--- src/hdl/dwsfe_pkg.sv ---
// Shared types, constants and arithmetic helpers for the dual wheel speed fault estimator.
`timescale 1ns / 1ps
`default_nettype none
package dwsfe_pkg;

    localparam int CNT_W  = 16;          // encoder count and speed width
    localparam int RAW_W  = CNT_W + 1;   // negated right count needs one more bit
    localparam int ACC_W  = CNT_W + 2;   // raw minus last
    localparam int HALF_W = CNT_W + 2;   // raw plus last
    localparam int NUM_W  = CNT_W + 5;   // nine times raw plus last
    localparam int PROD_W = 2 * NUM_W;
    localparam int TGT_W  = 10;
    localparam int LIM_W  = 10;
    localparam int REV_W  = 11;
    localparam int TRIP_W = 6;
    localparam int CFG_AW = 3;
    localparam int CFG_DW = 11;

    // Divide by ten as a multiply by the scaled reciprocal; exact for |x| < 2^22.
    localparam int DIV10_SHIFT = 23;
    localparam logic [NUM_W-1:0] DIV10_MUL = NUM_W'((2 ** DIV10_SHIFT) / 10 + 1);

    typedef enum logic [1:0] {
        FK_NONE  = 2'd0,
        FK_SPIKE = 2'd1,
        FK_OVER  = 2'd2,
        FK_REV   = 2'd3
    } fault_kind_t;

    typedef enum logic [CFG_AW-1:0] {
        CFG_SPIKE_LIMIT      = 3'd0,
        CFG_OVERSPEED_MARGIN = 3'd1,
        CFG_REVERSE_LIMIT    = 3'd2,
        CFG_LOW_SPEED_LIMIT  = 3'd3,
        CFG_TRIP_COUNT       = 3'd4
    } cfg_reg_t;

    typedef struct packed {
        logic        [LIM_W-1:0]  spike_limit;
        logic        [LIM_W-1:0]  overspeed_margin;
        logic signed [REV_W-1:0]  reverse_limit;
        logic        [LIM_W-1:0]  low_speed_limit;
        logic        [TRIP_W-1:0] trip_count;
    } cfg_t;

    typedef struct packed {
        logic signed [CNT_W-1:0] left_count;
        logic signed [CNT_W-1:0] right_count;
        logic        [TGT_W-1:0] target_speed;
    } item_t;

    typedef struct packed {
        logic signed [CNT_W-1:0] left_speed;
        logic signed [CNT_W-1:0] right_speed;
        logic signed [CNT_W-1:0] speed_estimate;
        logic        [1:0]       left_fault;
        logic        [1:0]       right_fault;
        logic                    stop_request;
    } result_t;

    // What a wheel lane hands on: its new fault kind and filtered speed.
    typedef struct packed {
        fault_kind_t             kind;
        logic signed [CNT_W-1:0] speed;
    } lane_res_t;

    // Stage one to stage two.
    typedef struct packed {
        logic signed [CNT_W-1:0] left_speed;
        logic signed [CNT_W-1:0] right_speed;
        fault_kind_t             left_kind;
        fault_kind_t             right_kind;
        logic                    count_hit;
        logic        [TGT_W-1:0] target;
    } stage_t;

    // Truncating divide by ten, sign handled on the magnitude.
    function automatic logic signed [CNT_W-1:0] div10(input logic signed [NUM_W-1:0] x);
        logic [NUM_W-1:0]  mag;
        logic [PROD_W-1:0] prod;
        logic [NUM_W-1:0]  q;
        mag  = x[NUM_W-1] ? NUM_W'(-x) : NUM_W'(x);
        prod = PROD_W'(mag) * PROD_W'(DIV10_MUL);
        q    = NUM_W'(prod >> DIV10_SHIFT);
        return x[NUM_W-1] ? CNT_W'(-q) : CNT_W'(q);
    endfunction

    // Truncating halve toward zero.
    function automatic logic signed [CNT_W-1:0] half(input logic signed [HALF_W-1:0] s);
        logic signed [HALF_W-1:0] adj;
        adj = s;
        if (s[HALF_W-1]) begin
            adj = s + HALF_W'(1);
        end
        return CNT_W'(adj >>> 1);
    endfunction

    // Nine times a plus b, widened.
    function automatic logic signed [NUM_W-1:0] nine_plus(input logic signed [RAW_W-1:0] a,
                                                          input logic signed [CNT_W-1:0] b);
        return (NUM_W'(a) <<< 3) + NUM_W'(a) + NUM_W'(b);
    endfunction

endpackage
`default_nettype wire

--- src/hdl/dwsfe_wheel_lane.sv ---
// One wheel lane: fault classification, speed filter and the wheel's own state.
`timescale 1ns / 1ps
`default_nettype none
module dwsfe_wheel_lane (
    input  wire                                   aclk,
    input  wire                                   aresetn,
    input  wire                                   en,
    input  wire logic signed [dwsfe_pkg::RAW_W-1:0] raw,
    input  wire logic [dwsfe_pkg::TGT_W-1:0]      target,
    input  wire dwsfe_pkg::cfg_t                  cfg,
    input  wire                                   kind_clr,
    output dwsfe_pkg::lane_res_t                  res
);
    import dwsfe_pkg::*;

    logic signed [CNT_W-1:0] last_reg;
    fault_kind_t             kind_reg;

    logic signed [ACC_W-1:0] acc;
    logic signed [ACC_W-1:0] spike_s;
    logic [TGT_W:0]          top_u;
    logic signed [RAW_W-1:0] top_s;
    logic signed [RAW_W-1:0] rev_s;
    logic                    spike_hit;
    fault_kind_t             kind_next;

    assign acc       = ACC_W'(raw) - ACC_W'(last_reg);
    assign spike_s   = $signed(ACC_W'(cfg.spike_limit));
    assign top_u     = (TGT_W + 1)'(target) + (TGT_W + 1)'(cfg.overspeed_margin);
    assign top_s     = $signed(RAW_W'(top_u));
    assign rev_s     = RAW_W'(cfg.reverse_limit);
    assign spike_hit = acc > spike_s;

    // Later checks override earlier ones; release once back in band.
    always_comb begin
        kind_next = kind_reg;
        if (spike_hit) begin
            kind_next = FK_SPIKE;
        end
        if (raw > top_s) begin
            kind_next = FK_OVER;
        end
        if (raw < rev_s) begin
            kind_next = FK_REV;
        end
        if (kind_next != FK_NONE && !spike_hit && raw < top_s && raw > RAW_W'(0)) begin
            kind_next = FK_NONE;
        end
    end

    always_comb begin
        res.kind = kind_next;
        if (kind_next == FK_NONE) begin
            res.speed = div10(nine_plus(raw, last_reg));
        end else begin
            res.speed = half(HALF_W'(raw) + HALF_W'(last_reg));
        end
    end

    always_ff @(posedge aclk) begin
        if (!aresetn) begin
            last_reg <= '0;
            kind_reg <= FK_NONE;
        end else if (en) begin
            last_reg <= res.speed;
            kind_reg <= kind_clr ? FK_NONE : kind_next;
        end
    end

endmodule
`default_nettype wire

--- config.mk ---
export PLATFORM = sky130hd
export DESIGN_NAME = dwsfe_wheel_lane
export DESIGN_NICKNAME = d
export VERILOG_FILES = /design/src/hdl/dwsfe_pkg.sv /design/src/hdl/dwsfe_wheel_lane.sv
export SDC_FILE = /design/constraint.sdc
export NUM_CORES = 1
export LEC_CHECK = 0
export BUFFER_PORTS_ARGS = -buffer_cell sky130_fd_sc_hd__buf_2
export CORE_ASPECT_RATIO = 1.2
export CORE_MARGIN = 1
export CORE_UTILIZATION = 45
export CTS_BUF_LIST = sky130_fd_sc_hd__clkbuf_8
export DETAILED_ROUTE_END_ITERATION = 8
export SYNTH_ARGS = -nofsm -noshare
export SYNTH_HDL_FRONTEND = slang
export SYNTH_SLANG_ARGS = --single-unit
--- constraint.sdc ---
create_clock -name aclk -period 80.7 [get_ports aclk]
set_input_delay 24.21 -clock aclk [delete_from_list [all_inputs] [get_ports aclk]]
set_output_delay 24.21 -clock aclk [all_outputs]
set_load 0.05 [all_outputs]
==> metrics.txt <==
# TYPE chip_impl_metric gauge
chip_impl_info{name="outcome",value="complete, no violations"} 1
chip_impl_metric{name="largest_net_degree_at_the_start_of_global_routing",unit=""} 28
chip_impl_metric{name="gate_count_post_synth",unit=""} 1741
chip_impl_metric{name="die_height",unit="microns"} 199
chip_impl_metric{name="total_via_count_in_the_routed_design",unit=""} 12200
chip_impl_info{name="rr_endpoint",value="last_reg[6]"} 1
chip_impl_metric{name="max_slew.worst_pin.slew",unit="ps"} 971
chip_impl_metric{name="post-route-min-period",unit="ps"} 60130
chip_impl_metric{name="synth-seq-cells",unit=""} 18
chip_impl_metric{name="synth_cell_area",unit="sq um"} 14500
chip_impl_metric{name="dieArea",unit="sq um"} 33000
chip_impl_metric{name="detailedPlacementHpwl",unit="microns"} 36400
chip_impl_info{name="highest-signal-layer",value="met4"} 1
chip_impl_metric{name="worst_setup_hold_path_clk_slew",unit="ps"} 80
chip_impl_metric{name="clock_latency",unit="ps"} 290
chip_impl_metric{name="vias_per_cell",unit=""} 5.54
chip_impl_metric{name="wl_met2",unit="microns"} 21500
chip_impl_metric{name="antenna_violations_before_repair",unit=""} 0
chip_impl_metric{name="synth_cell_type_count",unit=""} 95
chip_impl_metric{name="initial_core_util",unit="%"} 46.0
chip_impl_info{name="worstSetupEndpointType",value="output pin"} 1
chip_impl_metric{name="layout_worst_path_cycle_share",unit="%"} 74.5
chip_impl_metric{name="placeableCoreArea",unit="sq um"} 31500
chip_impl_metric{name="final_nets",unit=""} 2337
chip_impl_metric{name="final_cell_area",unit="sq um"} 15400
chip_impl_metric{name="setup_slack",unit="ps"} 20570
chip_impl_info{name="min-delay-path-class",value="reg2reg"} 1
chip_impl_metric{name="count_of_input_and_output_buffers",unit=""} 79
chip_impl_metric{name="cts_resized",unit=""} 0
chip_impl_metric{name="first_global_vias",unit=""} 12400
chip_impl_metric{name="die_x",unit="microns"} 166
chip_impl_metric{name="setup_viol_count_final",unit=""} 0
chip_impl_metric{name="max_cap_violations",unit=""} 0
chip_impl_metric{name="route.met3.wl",unit="microns"} 825
chip_impl_info{name="holdCritStartpoint",value="kind_reg[0]"} 1
chip_impl_info{name="dominantRegCellSynth",value="sky130_fd_sc_hd__dfxtp_1"} 1
chip_impl_metric{name="post_drt_wl_per_cell",unit="microns"} 18.6
chip_impl_metric{name="number_of_cell_rows",unit=""} 71
chip_impl_metric{name="tritoncts_num_sinks",unit=""} 18
chip_impl_metric{name="synth_fp_nets",unit=""} 2278
chip_impl_metric{name="crit_path_max_fanout",unit=""} 8
chip_impl_metric{name="num_antenna_cells",unit=""} 0
chip_impl_metric{name="gp_congestion",unit=""} 0.946
chip_impl_metric{name="drt_pre_antenna_iters",unit=""} 5
chip_impl_metric{name="dpl_cell_area",unit="sq um"} 15300
chip_impl_metric{name="number_of_enable_flip_flop_cells_after_synthesis",unit=""} 0
chip_impl_metric{name="reg2reg_slack",unit="ps"} 68700
chip_impl_metric{name="detail_route.wirelength",unit="microns"} 40800
chip_impl_info{name="critPathSlowestCell",value="sky130_fd_sc_hd__fa_1"} 1
chip_impl_metric{name="post_route_cells_drive_above_1_share",unit="%"} 7.28
chip_impl_metric{name="fmax",unit="MHz"} 16.6
chip_impl_metric{name="hold_buffers",unit=""} 0
chip_impl_metric{name="async_flop_share",unit="%"} 0
chip_impl_info{name="cts_root_buf",value="sky130_fd_sc_hd__clkbuf_8"} 1
chip_impl_metric{name="number_of_flip_flops_in_the_largest_register",unit=""} 16
chip_impl_metric{name="max_incr_delay_on_cp",unit="ps"} 560
chip_impl_metric{name="place_worst_setup_slack",unit="ps"} 20620
chip_impl_info{name="cp_dominant_cell_by_count",value="sky130_fd_sc_hd__inv_1"} 1
chip_impl_metric{name="ant_nets",unit=""} 0
chip_impl_metric{name="r2r.worst_path.cells",unit=""} 42
chip_impl_metric{name="fin_tns_setup",unit="ps"} 0
chip_impl_metric{name="tritoncts.num_buffers",unit=""} 3
chip_impl_metric{name="synth.yosys.seq_area_share",unit="%"} 2.48
chip_impl_metric{name="cp_data_arrival_time",unit="ps"} 35920
chip_impl_metric{name="slew-limit-headroom",unit="%"} 34.8
chip_impl_info{name="whs_endpoint",value="kind_reg[0]"} 1
chip_impl_metric{name="track_usage",unit="%"} 25.4
chip_impl_metric{name="worst_hold_path.num_cells",unit=""} 2
chip_impl_metric{name="number_of_slew_limit_violations_in_the_final_report",unit=""} 0
chip_impl_metric{name="hold_viol",unit=""} 0
chip_impl_metric{name="post-cts-setup-buffer-count",unit=""} 0
chip_impl_metric{name="grt_pass1_wl",unit="microns"} 64800
chip_impl_metric{name="cts-root-to-sink-buffers",unit=""} 2
chip_impl_metric{name="clock-skew-final",unit="ps"} 9.89
chip_impl_metric{name="cts_max_level",unit=""} 1
chip_impl_metric{name="grt_overflow_total",unit=""} 0
chip_impl_info{name="cts_tree",value="yes"} 1
chip_impl_metric{name="syn_area_per_cell",unit="sq um"} 8.33
chip_impl_metric{name="syn_to_final_growth",unit="%"} 6.00
chip_impl_info{name="timing_worst_setup_path_type",value="in2out"} 1
chip_impl_metric{name="design.portCount",unit=""} 96
chip_impl_metric{name="worst_ep_required_time",unit="ps"} 56490
chip_impl_info{name="regToRegStartpoint",value="last_reg[2]"} 1
chip_impl_metric{name="synth.yosys.warnings",unit=""} 0
chip_impl_info{name="rsz0062_at_grt",value="no"} 1
chip_impl_metric{name="detail_route.iter0.violations",unit=""} 470
chip_impl_metric{name="wirelength_met1",unit="microns"} 16300
chip_impl_metric{name="remaining_drc_errors",unit=""} 0
chip_impl_info{name="worstSetupStartpointType",value="input port"} 1
[placed cells by master (no fill, tap or decap), drive strengths merged, types with 5 or more instances in the layout]
cell | Yosys | layout
o21bai | 22 | 22
nor4 | 9 | 9
a2111oi | 6 | 6
o21ai | 66 | 66
o21a | 11 | 11
and3 | 14 | 14
and2 | 10 | 10
o211a | 5 | 5
nor2 | 98 | 98
o211ai | 9 | 9
mux2i | 17 | 17
a21boi | 6 | 6
a211o | 5 | 5
nand2b | 18 | 18
a21oi | 101 | 101
inv | 366 | 366
a211oi | 20 | 20
or4 | 5 | 5
xor2 | 37 | 37
ha | 291 | 291
or3 | 17 | 17
buf | 6 | 83
nor3 | 30 | 30
fa | 168 | 168
nand2 | 88 | 88
mux2 | 5 | 5
o31ai | 7 | 7
a21o | 34 | 34
a31oi | 14 | 14
nand4 | 12 | 12
nand3b | 5 | 5
or2 | 6 | 6
nor2b | 14 | 14
xnor2 | 83 | 83
dfxtp | 18 | 18
nor3b | 5 | 5
nand3 | 25 | 25
[cell type report]
type / count / area (sq um)
clock buffer: 4 / 55.1
fill: 3116 / 16200
sequential: 18 / 360
timing repair buffer: 83 / 425
multi-input combinational: 1327 / 12700
tap: 401 / 502
inverter: 367 / 1380
[cell families after synthesis]
kind of cell             after synthesis  share of synthesized area [%]
AND/OR/NAND/NOR                      369                           13.0
multiplexers                          22                           1.56
buffers and inverters                396                           10.3
XOR/XNOR                             120                           7.35
adder cells (fa/ha/maj)              459                           48.3
flip-flops                            18                           2.48
AO/OA/AOI/OAI                        357                           17.0
[critical path: cells and delay by family]
family          cells  cell delay [ps]
compound gates     11             2540
fa+ha+maj          10             4580
buf+inv             9             1120
simple gates        9             2590
xor+xnor            4              850
[metrics by stage]
step,hold WS (ps),util (%),instances
after floorplan,436,-,1741
after global placement,450,48.6,2196
after detailed placement,454,48.6,2196
after CTS,470,48.7,2200
after global routing,481,48.7,2200
final,468,48.7,2200
[routing by layer]
layer	up-vias	track usage, %
met1	5881	28.1
met2	227	49.3
met5	-	0
met3	90	0.995
li1	5982	-
met4	0	13.3
[cell usage after synthesis, types with 4 or more instances]
cell	count	area (sq um)
sky130_fd_sc_hd__inv_1	365	1370
sky130_fd_sc_hd__ha_1	291	3640
sky130_fd_sc_hd__fa_1	168	3360
sky130_fd_sc_hd__a21oi_1	100	500
sky130_fd_sc_hd__nor2_1	97	364
sky130_fd_sc_hd__nand2_1	88	330
sky130_fd_sc_hd__xnor2_1	83	727
sky130_fd_sc_hd__o21ai_0	59	295
sky130_fd_sc_hd__xor2_1	35	307
sky130_fd_sc_hd__a21o_1	34	255
sky130_fd_sc_hd__nor3_1	30	150
sky130_fd_sc_hd__clkbuf_1	23	86.3
sky130_fd_sc_hd__nand3_1	23	115
sky130_fd_sc_hd__o21bai_1	22	165
sky130_fd_sc_hd__dfxtp_1	18	360
sky130_fd_sc_hd__nand2b_1	18	113
sky130_fd_sc_hd__mux2i_1	17	170
sky130_fd_sc_hd__a211oi_1	16	120
sky130_fd_sc_hd__or3_1	16	100
sky130_fd_sc_hd__a31oi_1	14	87.6
sky130_fd_sc_hd__nor2b_1	14	87.6
sky130_fd_sc_hd__and3_1	13	81.3
sky130_fd_sc_hd__nand4_1	12	75.1
sky130_fd_sc_hd__o21a_1	11	82.6
sky130_fd_sc_hd__and2_1	9	56.3
sky130_fd_sc_hd__nor4_1	8	50.1
sky130_fd_sc_hd__o211ai_1	8	60.1
sky130_fd_sc_hd__a211o_1	5	43.8
sky130_fd_sc_hd__mux2_2	5	56.3
sky130_fd_sc_hd__nand3b_1	5	37.5
sky130_fd_sc_hd__nor3b_1	5	37.5
sky130_fd_sc_hd__o211a_1	5	50.1
sky130_fd_sc_hd__o21ai_1	5	25.0
sky130_fd_sc_hd__o31ai_1	5	37.5
sky130_fd_sc_hd__or4_1	5	37.5
sky130_fd_sc_hd__a2111oi_0	4	35.0
sky130_fd_sc_hd__a211oi_2	4	50.1
sky130_fd_sc_hd__o2111ai_1	4	35.0
sky130_fd_sc_hd__o31a_1	4	35.0
sky130_fd_sc_hd__or2_2	4	25.0
[worst max-delay path by stage]
stage / from / end / slack [ps] / cells after the start
floorplan: raw[2] / res[14] / 21640 / 41
global placement: raw[2] / res[6] / 20630 / 42
detailed placement: raw[2] / res[14] / 20620 / 43
CTS: raw[2] / res[14] / 20530 / 43
global route: raw[2] / res[14] / 19950 / 43
finish: raw[2] / res[14] / 20570 / 43
Power is left out: the tool's default activity adds up to more than one toggle a clock period on the data nets, which glitch-free logic cannot reach.
