File: config.mk
export PLATFORM = sky130hd
export DESIGN_NAME = dwsfe_merge
export DESIGN_NICKNAME = d
export VERILOG_FILES = /design/src/hdl/dwsfe_pkg.sv /design/src/hdl/dwsfe_merge.sv
export SDC_FILE = /design/constraint.sdc
export NUM_CORES = 1
export LEC_CHECK = 0
export BUFFER_PORTS_ARGS = -buffer_cell sky130_fd_sc_hd__buf_2
export CAP_MARGIN = 20
export CORE_UTILIZATION = 40
export DETAILED_ROUTE_END_ITERATION = 8
export PLACE_DENSITY_LB_ADDON = 0.25
export SLEW_MARGIN = 40
export SYNTH_ARGS = -nofsm -noshare
export SYNTH_HDL_FRONTEND = slang
export SYNTH_SLANG_ARGS = --single-unit
export TNS_END_PERCENT = 100
File: constraint.sdc
create_clock -name aclk -period 15.6 [get_ports aclk]
set_input_delay 0 -clock aclk [delete_from_list [all_inputs] [get_ports aclk]]
set_output_delay 0 -clock aclk [all_outputs]
set_load 0.01 [all_outputs]
File: src/hdl/dwsfe_pkg.sv
// Shared types, constants and arithmetic helpers for the dual wheel speed fault estimator.
`timescale 1ns / 1ps
`default_nettype none
package dwsfe_pkg;

    localparam int CNT_W  = 16;          // encoder count and speed width
    localparam int RAW_W  = CNT_W + 1;   // negated right count needs one more bit
    localparam int ACC_W  = CNT_W + 2;   // raw minus last
    localparam int HALF_W = CNT_W + 2;   // raw plus last
    localparam int NUM_W  = CNT_W + 5;   // nine times raw plus last
    localparam int PROD_W = 2 * NUM_W;
    localparam int TGT_W  = 10;
    localparam int LIM_W  = 10;
    localparam int REV_W  = 11;
    localparam int TRIP_W = 6;
    localparam int CFG_AW = 3;
    localparam int CFG_DW = 11;

    // Divide by ten as a multiply by the scaled reciprocal; exact for |x| < 2^22.
    localparam int DIV10_SHIFT = 23;
    localparam logic [NUM_W-1:0] DIV10_MUL = NUM_W'((2 ** DIV10_SHIFT) / 10 + 1);

    typedef enum logic [1:0] {
        FK_NONE  = 2'd0,
        FK_SPIKE = 2'd1,
        FK_OVER  = 2'd2,
        FK_REV   = 2'd3
    } fault_kind_t;

    typedef enum logic [CFG_AW-1:0] {
        CFG_SPIKE_LIMIT      = 3'd0,
        CFG_OVERSPEED_MARGIN = 3'd1,
        CFG_REVERSE_LIMIT    = 3'd2,
        CFG_LOW_SPEED_LIMIT  = 3'd3,
        CFG_TRIP_COUNT       = 3'd4
    } cfg_reg_t;

    typedef struct packed {
        logic        [LIM_W-1:0]  spike_limit;
        logic        [LIM_W-1:0]  overspeed_margin;
        logic signed [REV_W-1:0]  reverse_limit;
        logic        [LIM_W-1:0]  low_speed_limit;
        logic        [TRIP_W-1:0] trip_count;
    } cfg_t;

    typedef struct packed {
        logic signed [CNT_W-1:0] left_count;
        logic signed [CNT_W-1:0] right_count;
        logic        [TGT_W-1:0] target_speed;
    } item_t;

    typedef struct packed {
        logic signed [CNT_W-1:0] left_speed;
        logic signed [CNT_W-1:0] right_speed;
        logic signed [CNT_W-1:0] speed_estimate;
        logic        [1:0]       left_fault;
        logic        [1:0]       right_fault;
        logic                    stop_request;
    } result_t;

    // What a wheel lane hands on: its new fault kind and filtered speed.
    typedef struct packed {
        fault_kind_t             kind;
        logic signed [CNT_W-1:0] speed;
    } lane_res_t;

    // Stage one to stage two.
    typedef struct packed {
        logic signed [CNT_W-1:0] left_speed;
        logic signed [CNT_W-1:0] right_speed;
        fault_kind_t             left_kind;
        fault_kind_t             right_kind;
        logic                    count_hit;
        logic        [TGT_W-1:0] target;
    } stage_t;

    // Truncating divide by ten, sign handled on the magnitude.
    function automatic logic signed [CNT_W-1:0] div10(input logic signed [NUM_W-1:0] x);
        logic [NUM_W-1:0]  mag;
        logic [PROD_W-1:0] prod;
        logic [NUM_W-1:0]  q;
        mag  = x[NUM_W-1] ? NUM_W'(-x) : NUM_W'(x);
        prod = PROD_W'(mag) * PROD_W'(DIV10_MUL);
        q    = NUM_W'(prod >> DIV10_SHIFT);
        return x[NUM_W-1] ? CNT_W'(-q) : CNT_W'(q);
    endfunction

    // Truncating halve toward zero.
    function automatic logic signed [CNT_W-1:0] half(input logic signed [HALF_W-1:0] s);
        logic signed [HALF_W-1:0] adj;
        adj = s;
        if (s[HALF_W-1]) begin
            adj = s + HALF_W'(1);
        end
        return CNT_W'(adj >>> 1);
    endfunction

    // Nine times a plus b, widened.
    function automatic logic signed [NUM_W-1:0] nine_plus(input logic signed [RAW_W-1:0] a,
                                                          input logic signed [CNT_W-1:0] b);
        return (NUM_W'(a) <<< 3) + NUM_W'(a) + NUM_W'(b);
    endfunction

endpackage
`default_nettype wire

File: src/hdl/dwsfe_merge.sv
// Merging stage: fault tick counter and combined speed filter.
`timescale 1ns / 1ps
`default_nettype none
module dwsfe_merge (
    input  wire                                aclk,
    input  wire                                aresetn,
    input  wire                                en,
    input  wire dwsfe_pkg::stage_t             stg,
    input  wire logic [dwsfe_pkg::TRIP_W-1:0]  trip_count,
    output logic signed [dwsfe_pkg::CNT_W-1:0] estimate,
    output logic                               stop
);
    import dwsfe_pkg::*;

    logic [TRIP_W-1:0]       ticks_reg;
    logic [TRIP_W-1:0]       ticks_next;
    logic signed [CNT_W-1:0] est_last_reg;
    logic [TRIP_W:0]         ticks_inc;
    logic signed [CNT_W-1:0] tgt_s;
    logic signed [CNT_W-1:0] now;
    logic                    lf;
    logic                    rf;
    logic                    l_hard;
    logic                    r_hard;

    assign ticks_inc = (TRIP_W + 1)'(ticks_reg) + (TRIP_W + 1)'(1);

    always_comb begin
        ticks_next = ticks_reg;
        stop       = 1'b0;
        if (stg.count_hit) begin
            if (ticks_inc >= (TRIP_W + 1)'(trip_count)) begin
                ticks_next = '0;
                stop       = 1'b1;
            end else begin
                ticks_next = TRIP_W'(ticks_inc);
            end
        end
    end

    assign tgt_s  = $signed(CNT_W'(stg.target));
    assign lf     = stg.left_kind != FK_NONE;
    assign rf     = stg.right_kind != FK_NONE;
    assign l_hard = stg.left_kind == FK_SPIKE || stg.left_kind == FK_OVER;
    assign r_hard = stg.right_kind == FK_SPIKE || stg.right_kind == FK_OVER;

    always_comb begin
        priority if (l_hard && r_hard) begin
            now = tgt_s;
        end else if (lf) begin
            now = (stg.right_speed > tgt_s) ? tgt_s : stg.right_speed;
        end else if (rf) begin
            now = (stg.left_speed > tgt_s) ? tgt_s : stg.left_speed;
        end else begin
            now = half(HALF_W'(stg.left_speed) + HALF_W'(stg.right_speed));
        end
    end

    assign estimate = div10(nine_plus(RAW_W'(now), est_last_reg));

    always_ff @(posedge aclk) begin
        if (!aresetn) begin
            ticks_reg    <= '0;
            est_last_reg <= '0;
        end else if (en) begin
            ticks_reg    <= ticks_next;
            est_last_reg <= estimate;
        end
    end

endmodule
`default_nettype wire

==> reports/metrics.cfg, run 1 <==
[routing]
finalWirelength_um=40400
dr.pass1.iters=5
vias=11814
dr.first_iter.drc_count=792
wire_per_inst_um=18.9
vias_per_cell=5.52
ant_nets=0
drc=0

[synthesis]
synth-main-ff-cell=dfxtp_1
yosysSeqAreaShare=0.0320
synthArstFlopShare=0
synth_cell_type_count=99
synth_edf_count=0
syn_inst=1632
syn_area_mm2=0.0137
ys_ff_latch=22
avgSynthCellArea_um2=8.42
yosys_warnings=0
synth_nets=2110

[sta]
setup_slack_ns=1.31
slew_headroom=0.458
hold_violations=0
report.final.slew_viol_count=0
period_share=0.916
finalCriticalPeriod_ns=14.29
tns_ns=0
worstMarginPinSlew_ns=0.811
clock.fmax_mhz=70.0
rsz0062_at_grt=no
finClkSkew_ns=0.00493
finalSetupViolations=0

[worst_hold_path]
worst_hold_path_type=input port to flip-flop

[placement]
placed_cell_area_mm2=0.0147
gp_congestion=0.965
dp_hpwl_um=36100
dp_slack_ns=1.45
port_buffers=72

[clocking]
numCtsBuffers=3
clockBufferDepth=2
cts_tree=done
cts_sinks=22
clk_latency_ns=0.26
holdBufCountCts=0
cts_resized=0
cts_root_buf=clkbuf_16
cts.clk_slew.worst_paths_ns=0.06
cts_setup_buffers=0
cts.htree.levels=1

[die]
die_x_um=187
die_area_mm2=0.0351
die_h_um=187
start_util=0.408
rows=67
coreArea_mm2=0.0337
boundaryPins=73

[worst_setup_path]
critical_path.startpoint=stg[15]
r2r_cells=39
cp_slowest_stage_delay_ns=0.62
cp-endpoint=estimate[14]
critical-path-top-delay-family=adder cells
critPathKind=input port to output pin
rrSetupSlack_ns=4.29
worst-path-max-fanout=24
timing.rr.end=est_last_reg[10]
cp_data_required_time_ns=15.60
startpoint_type=input port
cp_slowest_cell=nor4_1
crit_cells=51
r2r-start=est_last_reg[3]
crit_buf_inv=10
crit_arrival_ns=14.29
cp-end-kind=output pin

[layout]
fin_nets=2173
final_cell_mix=328 x inv_1, 257 x ha_1, 165 x fa_1
final_util=0.440
largest_reg_flops=16
n_antenna_cell=0
design_area_mm2=0.0148
synthToLayoutAreaGrowth_pct=7.77
drive_above_1_share=0.0838
layout_commonest_cell=inv_1

[global_route]
grt_pass1_vias=11851
grt_pass1_wl_um=64700
grt.total_usage=0.234
antenna_found_initial=0
grt_max_degree=29
grt_overflow_total=0

[status]
status=complete, no violations

[job]
maxCapViolCount=0

final cells by class:
| cell class | instances | area (um^2) |
|---|---|---|
| fill | 3416 | 18900 |
| multi-input combinational | 1259 | 12100 |
| inverter | 329 | 1230 |
| tap | 448 | 561 |
| sequential | 22 | 440 |
| timing repair buffer | 80 | 420 |
| clock buffer | 3 | 75.1 |
| clock inverter | 1 | 30.0 |
cell usage after synthesis (all sizes together), types with 6 or more instances:
cell / number / share of area
o21ai: 54 / 0.020
o22a: 7 / 0.0045
and2: 15 / 0.0068
o21a: 21 / 0.011
o211a: 10 / 0.0073
clkbuf: 18 / 0.0049
nor2: 87 / 0.024
or4: 6 / 0.0033
and3: 15 / 0.0072
inv: 328 / 0.090
a211oi: 13 / 0.0078
nand4: 16 / 0.0073
a21oi: 88 / 0.034
o221ai: 7 / 0.0054
nand3: 38 / 0.014
dfxtp: 22 / 0.032
or3: 8 / 0.0036
a311oi: 6 / 0.0038
or2: 8 / 0.0036
o211ai: 7 / 0.0042
a21o: 35 / 0.019
nor4: 12 / 0.0081
a31o: 6 / 0.0038
nand2: 102 / 0.028
nor2b: 16 / 0.0073
xor2: 41 / 0.026
mux2i: 16 / 0.012
nor3: 24 / 0.0099
o31ai: 8 / 0.0047
fa: 165 / 0.24
ha: 257 / 0.23
nand2b: 8 / 0.0036
a31oi: 16 / 0.0073
xnor2: 51 / 0.033
per-layer routing:
metal / routed length, um / global-route usage / vias up
met5: 0 / 0 / -
met4: 456 / 0.0322 / 0
met3: 2340 / 0.0295 / 34
met2: 17900 / 0.369 / 352
met1: 19700 / 0.346 / 5705
li1: - / - / 5723
worst min path at each step:
stage / from / to / cells past startpoint
6_report: aresetn / est_last_reg[13] / 2
3_3_place_gp: stg[10] / stop / 3
3_5_place_dp: stg[10] / stop / 3
5_1_grt: aresetn / est_last_reg[13] / 2
4_1_cts: aresetn / est_last_reg[13] / 2
2_1_floorplan: stg[10] / stop / 1
metrics by stage:
| stage | hold slack, ns | std cells |
|---|---|---|
| floorplan | 0.137 | 1632 |
| global placement | 0.362 | 2138 |
| detailed placement | 0.365 | 2138 |
| CTS | 0.117 | 2142 |
| global route | 0.122 | 2142 |
| finish | 0.123 | 2142 |
cell families (layout without fill, tap and decap cells):
family	after synthesis	after routing	share of synthesized area
adders and majority gates	422	422	0.474
and+or+nand+nor	376	376	0.140
buffers and inverters	351	413	0.0963
AOI/OAI and AO/OA	350	350	0.184
xor gates and xnor gates	92	92	0.0592
DFF	22	22	0.0320
muxes	19	19	0.0141
worst reg2reg max path: cells and delay by family (launching register included):
family	cells	cell delay, ns
mux	1	0.22
fa+ha+maj	11	4.62
simple gates	6	1.87
compound gates	11	3.18
flops	1	0.32
xor+xnor	2	0.41
buf+inv	8	0.59
Power of run 1 is not shown: default switching activity piles up to over one toggle a cycle in this logic, so the estimate is an artifact.
==> run 2: changes to the inputs <==
--- a/config.mk
+++ b/config.mk
@@ -7,7 +7,7 @@
 export LEC_CHECK = 0
 export BUFFER_PORTS_ARGS = -buffer_cell sky130_fd_sc_hd__buf_2
 export CAP_MARGIN = 20
-export CORE_UTILIZATION = 40
+export CORE_UTILIZATION = 59
 export DETAILED_ROUTE_END_ITERATION = 8
 export PLACE_DENSITY_LB_ADDON = 0.25
 export SLEW_MARGIN = 40
==> constraint.sdc (replaced) <==
create_clock -name aclk -period 11.6 [get_ports aclk]
set_input_delay 0 -clock aclk [delete_from_list [all_inputs] [get_ports aclk]]
set_output_delay 0 -clock aclk [all_outputs]
set_load 0.01 [all_outputs]
==> run 2 against run 1 <==
The flow now stops in global routing (5_1_grt); synthesized area stayed put; synthesized cell count stayed put.
==> reports/metrics.cfg, run 2 <==
[status]
status=stopped before the end  ; was complete, no violations
haltStage=global routing (5_1_grt)
stop_error=[ERROR GRT-0232] Routing congestion too high. Check the congestion heatmap in the GUI.

[placement]
dp_slack_ns=-1.20  ; was 1.45 ns
port_buffers=72  ; unchanged
dp_hpwl_um=40000  ; was 36,100 um
gp_congestion=1.00  ; was 0.965

[synthesis]
synth_edf_count=0  ; unchanged
syn_area_mm2=0.0137  ; unchanged
synth-adder-area-share=0.474  ; unchanged
synthTopCellsByCount=328 x inv_1, 257 x ha_1, 165 x fa_1, 101 x nand2_1, 87 x nor2_1  ; unchanged
ys_ff_latch=22  ; unchanged
avgSynthCellArea_um2=8.42  ; unchanged
synth_area_leaders=fa_1 24%, ha_1 23%, inv_1 9.0%  ; unchanged
synth_top_family_by_area=adder cells  ; unchanged
synth-xor-area-share=0.0592  ; unchanged
yosys.area.top_type=fa_1  ; unchanged
yosysMostFrequentCell=inv_1  ; unchanged
syn_inst=1632  ; unchanged
yosys.area_share.simple=0.140  ; unchanged
synth-compound-area-share=0.184  ; unchanged
synth.area.mux_share=0.0141  ; unchanged
synthArstFlopShare=0  ; unchanged
synth_top_area_share=0.240  ; unchanged
synth_nets=2110  ; unchanged
synth-main-ff-cell=dfxtp_1  ; unchanged
synth_cell_type_count=99  ; unchanged
yosys_warnings=0  ; unchanged
yosysSeqAreaShare=0.0320  ; unchanged

[clocking]
numCtsBuffers=3  ; unchanged
holdBufCountCts=0  ; unchanged
cts_sinks=22  ; unchanged
clockBufferDepth=2  ; unchanged
cts.htree.levels=1  ; unchanged
cts_root_buf=clkbuf_16  ; unchanged

[sta]
endpoint_type=output port
crit_endpoint=estimate[6]

[die]
boundaryPins=73  ; unchanged
die_x_um=155  ; was 187 um
start_util=0.605  ; was 0.408
die_h_um=155  ; was 187 um
rows=55  ; was 67

[global_route]
grt.total_usage=0.718
grt_overflow_total=76
grt_max_degree=24

run 2: cell counts after synthesis:
Identical to the previous run, type by type.
run 2: metrics by stage:
stage	TNS, ns	utilization	area, um^2	instances	hold WS [ns]
2_1_floorplan	0	-	14000	1632	0.137
3_3_place_gp	-23.88	0.785	17800	2383	0.334
3_5_place_dp	-30.21	0.785	17800	2383	0.346
4_1_cts	-9.36	0.849	19300	2442	0.0853
run 2: cells by family after synthesis:
| group | count (synthesis) |
|---|---|
| compound gates | 350 |
| xor+xnor | 92 |
| fa+ha+maj | 422 |
| buf+inv | 351 |
| flops | 22 |
| mux | 19 |
| simple gates | 376 |
run 2: per-layer routing:
layer  GRT overflow  global-route usage
met5              0               0.145
met4             35               0.730
met3              2               0.561
met2             39               0.911
met1              0               0.703
run 2: timing repair:
| item | 4_1_cts |
|---|---|
| buffers inserted | 56 |
| endpoints found under the setup margin | 32 |
| pin swaps | 100 |
| resized for setup | 169 |
==> run 3: changes to the inputs <==
--- a/config.mk
+++ b/config.mk
@@ -7,9 +7,9 @@
 export LEC_CHECK = 0
 export BUFFER_PORTS_ARGS = -buffer_cell sky130_fd_sc_hd__buf_2
 export CAP_MARGIN = 20
-export CORE_UTILIZATION = 59
+export CORE_UTILIZATION = 40
 export DETAILED_ROUTE_END_ITERATION = 8
-export PLACE_DENSITY_LB_ADDON = 0.25
+export PLACE_DENSITY_LB_ADDON = 0.15
 export SLEW_MARGIN = 40
 export SYNTH_ARGS = -nofsm -noshare
 export SYNTH_HDL_FRONTEND = slang
==> constraint.sdc (replaced) <==
create_clock -name aclk -period 15.08 [get_ports aclk]
set_input_delay 0 -clock aclk [delete_from_list [all_inputs] [get_ports aclk]]
set_output_delay 0 -clock aclk [all_outputs]
set_load 0.01 [all_outputs]
==> run 3 against run 2 <==
The run now ends clean.
==> reports/metrics.cfg, run 3 (synthesis results as in run 1) <==
[worst_setup_path]
crit_arrival_ns=14.13
cp_slowest_cell=a2111oi_2
timing.rr.end=est_last_reg[12]
critical_path.startpoint=stg[15]
r2r_cells=38
cp_data_required_time_ns=15.08
r2r-start=est_last_reg[3]
cp-end-kind=output pin
rrSetupSlack_ns=3.85
startpoint_type=input port
worst-path-max-fanout=24
cp_slowest_stage_delay_ns=0.64
critPathKind=input port to output pin

[sta]
clock.fmax_mhz=70.8
hold_ws_ns=0.138
report.final.slew_viol_count=0
hold_violations=0
finalSetupViolations=0
worstMarginPinSlew_ns=0.790
slew_headroom=0.467
setup_slack_ns=0.950
tns_ns=0
rsz0062_at_grt=no
finClkSkew_ns=0.00420
period_share=0.937
finalCriticalPeriod_ns=14.13

[global_route]
grt.total_usage=0.241
antenna_found_initial=1
grt_max_degree=29
grt_pass1_vias=12170
grt_pass1_wl_um=67100
grt_overflow_total=0

[placement]
dp_hpwl_um=36600  ; was 40,000 um
dp_slack_ns=0.914  ; was -1.20 ns
port_buffers=72  ; unchanged
gp_congestion=0.987  ; was 1.00

[die]
die_h_um=187  ; was 155 um
die_x_um=187  ; was 155 um
start_util=0.408  ; was 0.605
rows=67  ; was 55
die_area_mm2=0.0351
coreArea_mm2=0.0337
boundaryPins=73  ; unchanged

[layout]
regArea_um2=440
fin_nets=2179
synthToLayoutAreaGrowth_pct=7.82
drive_above_1_share=0.0847
n_antenna_cell=0
multiInputGateArea_mm2=0.0120
largest_reg_flops=16
final_cell_mix=328 x inv_1, 257 x ha_1, 165 x fa_1
layout_commonest_cell=inv_1
final_util=0.440
fillerInstances=3472

[clocking]
cts_sinks=22  ; unchanged
cts_tree=done
cts_root_buf=clkbuf_16  ; unchanged
cts.clk_slew.worst_paths_ns=0.06
holdBufCountCts=0  ; unchanged
cts.htree.levels=1  ; unchanged
clockBufferDepth=2  ; unchanged
numCtsBuffers=3  ; unchanged
clk_latency_ns=0.25

[routing]
vias_per_cell=5.51
wire_per_inst_um=19.0
drc=0
finalWirelength_um=40800
dr.first_iter.drc_count=842
vias=11837
dr.pass1.iters=5
ant_nets=0

[status]
status=complete, no violations  ; was stopped before the end

[worst_hold_path]
min_from=aresetn
min_path_cells=2
worst_hold_path_type=input port to flip-flop
whs_endpoint=est_last_reg[9]

[job]
maxCapViolCount=0

==> run 3: worst max-delay path by stage <==
stage	endpoint	slack [ns]	cells past startpoint
2_1_floorplan	est_last_reg[10]	2.41	51
3_3_place_gp	est_last_reg[15]	0.91	50
3_5_place_dp	est_last_reg[10]	0.91	50
4_1_cts	estimate[6]	0.88	50
5_1_grt	estimate[6]	0.07	53
6_report	estimate[6]	0.95	53
==> run 3: what timing repair did <==
item / 4_1_cts / 5_1_grt
setup buffers: 0 / 0
endpoints found under the hold margin: 0 / 0
resized for setup: 0 / 2
endpoints found under the setup margin: 0 / 5
==> run 3: per-stage QoR <==
stage,area (um^2),cells
after floorplan,13700,1632
after global placement,14700,2144
after detailed placement,14700,2144
after CTS,14800,2148
after global routing,14800,2148
final,14800,2148
==> run 3: per-layer routing <==
metal  routed length, um  vias up  share of wire  GRT usage
li1                    -     5733              -          -
met1               19800     5695           0.49      0.356
met2               17400      364           0.43      0.370
met3                2820       43          0.069     0.0411
met4                 710        2          0.017     0.0378
met5                  33        -        0.00081          0
==> run 3: worst max-delay path: cells and delay by family <==
family                     cells  cell delay, ns
AOI/OAI and AO/OA             12            3.48
and+or+nand+nor               11            2.23
muxes                          2            0.59
adders and majority gates     13            5.32
buffers and inverters         12            1.46
xor gates and xnor gates       3            1.06
==> run 3: area by class of cell <==
type | instances | area share
flip-flops and latches | 22 | 0.0297
repair buffers | 86 | 0.0314
inverters | 329 | 0.0833
well taps | 448 | 0.0378
clock inverters | 1 | 0.00203
clock buffers | 3 | 0.00507
multi-input cells | 1259 | 0.811
Power of run 3 is left out for the same reason.
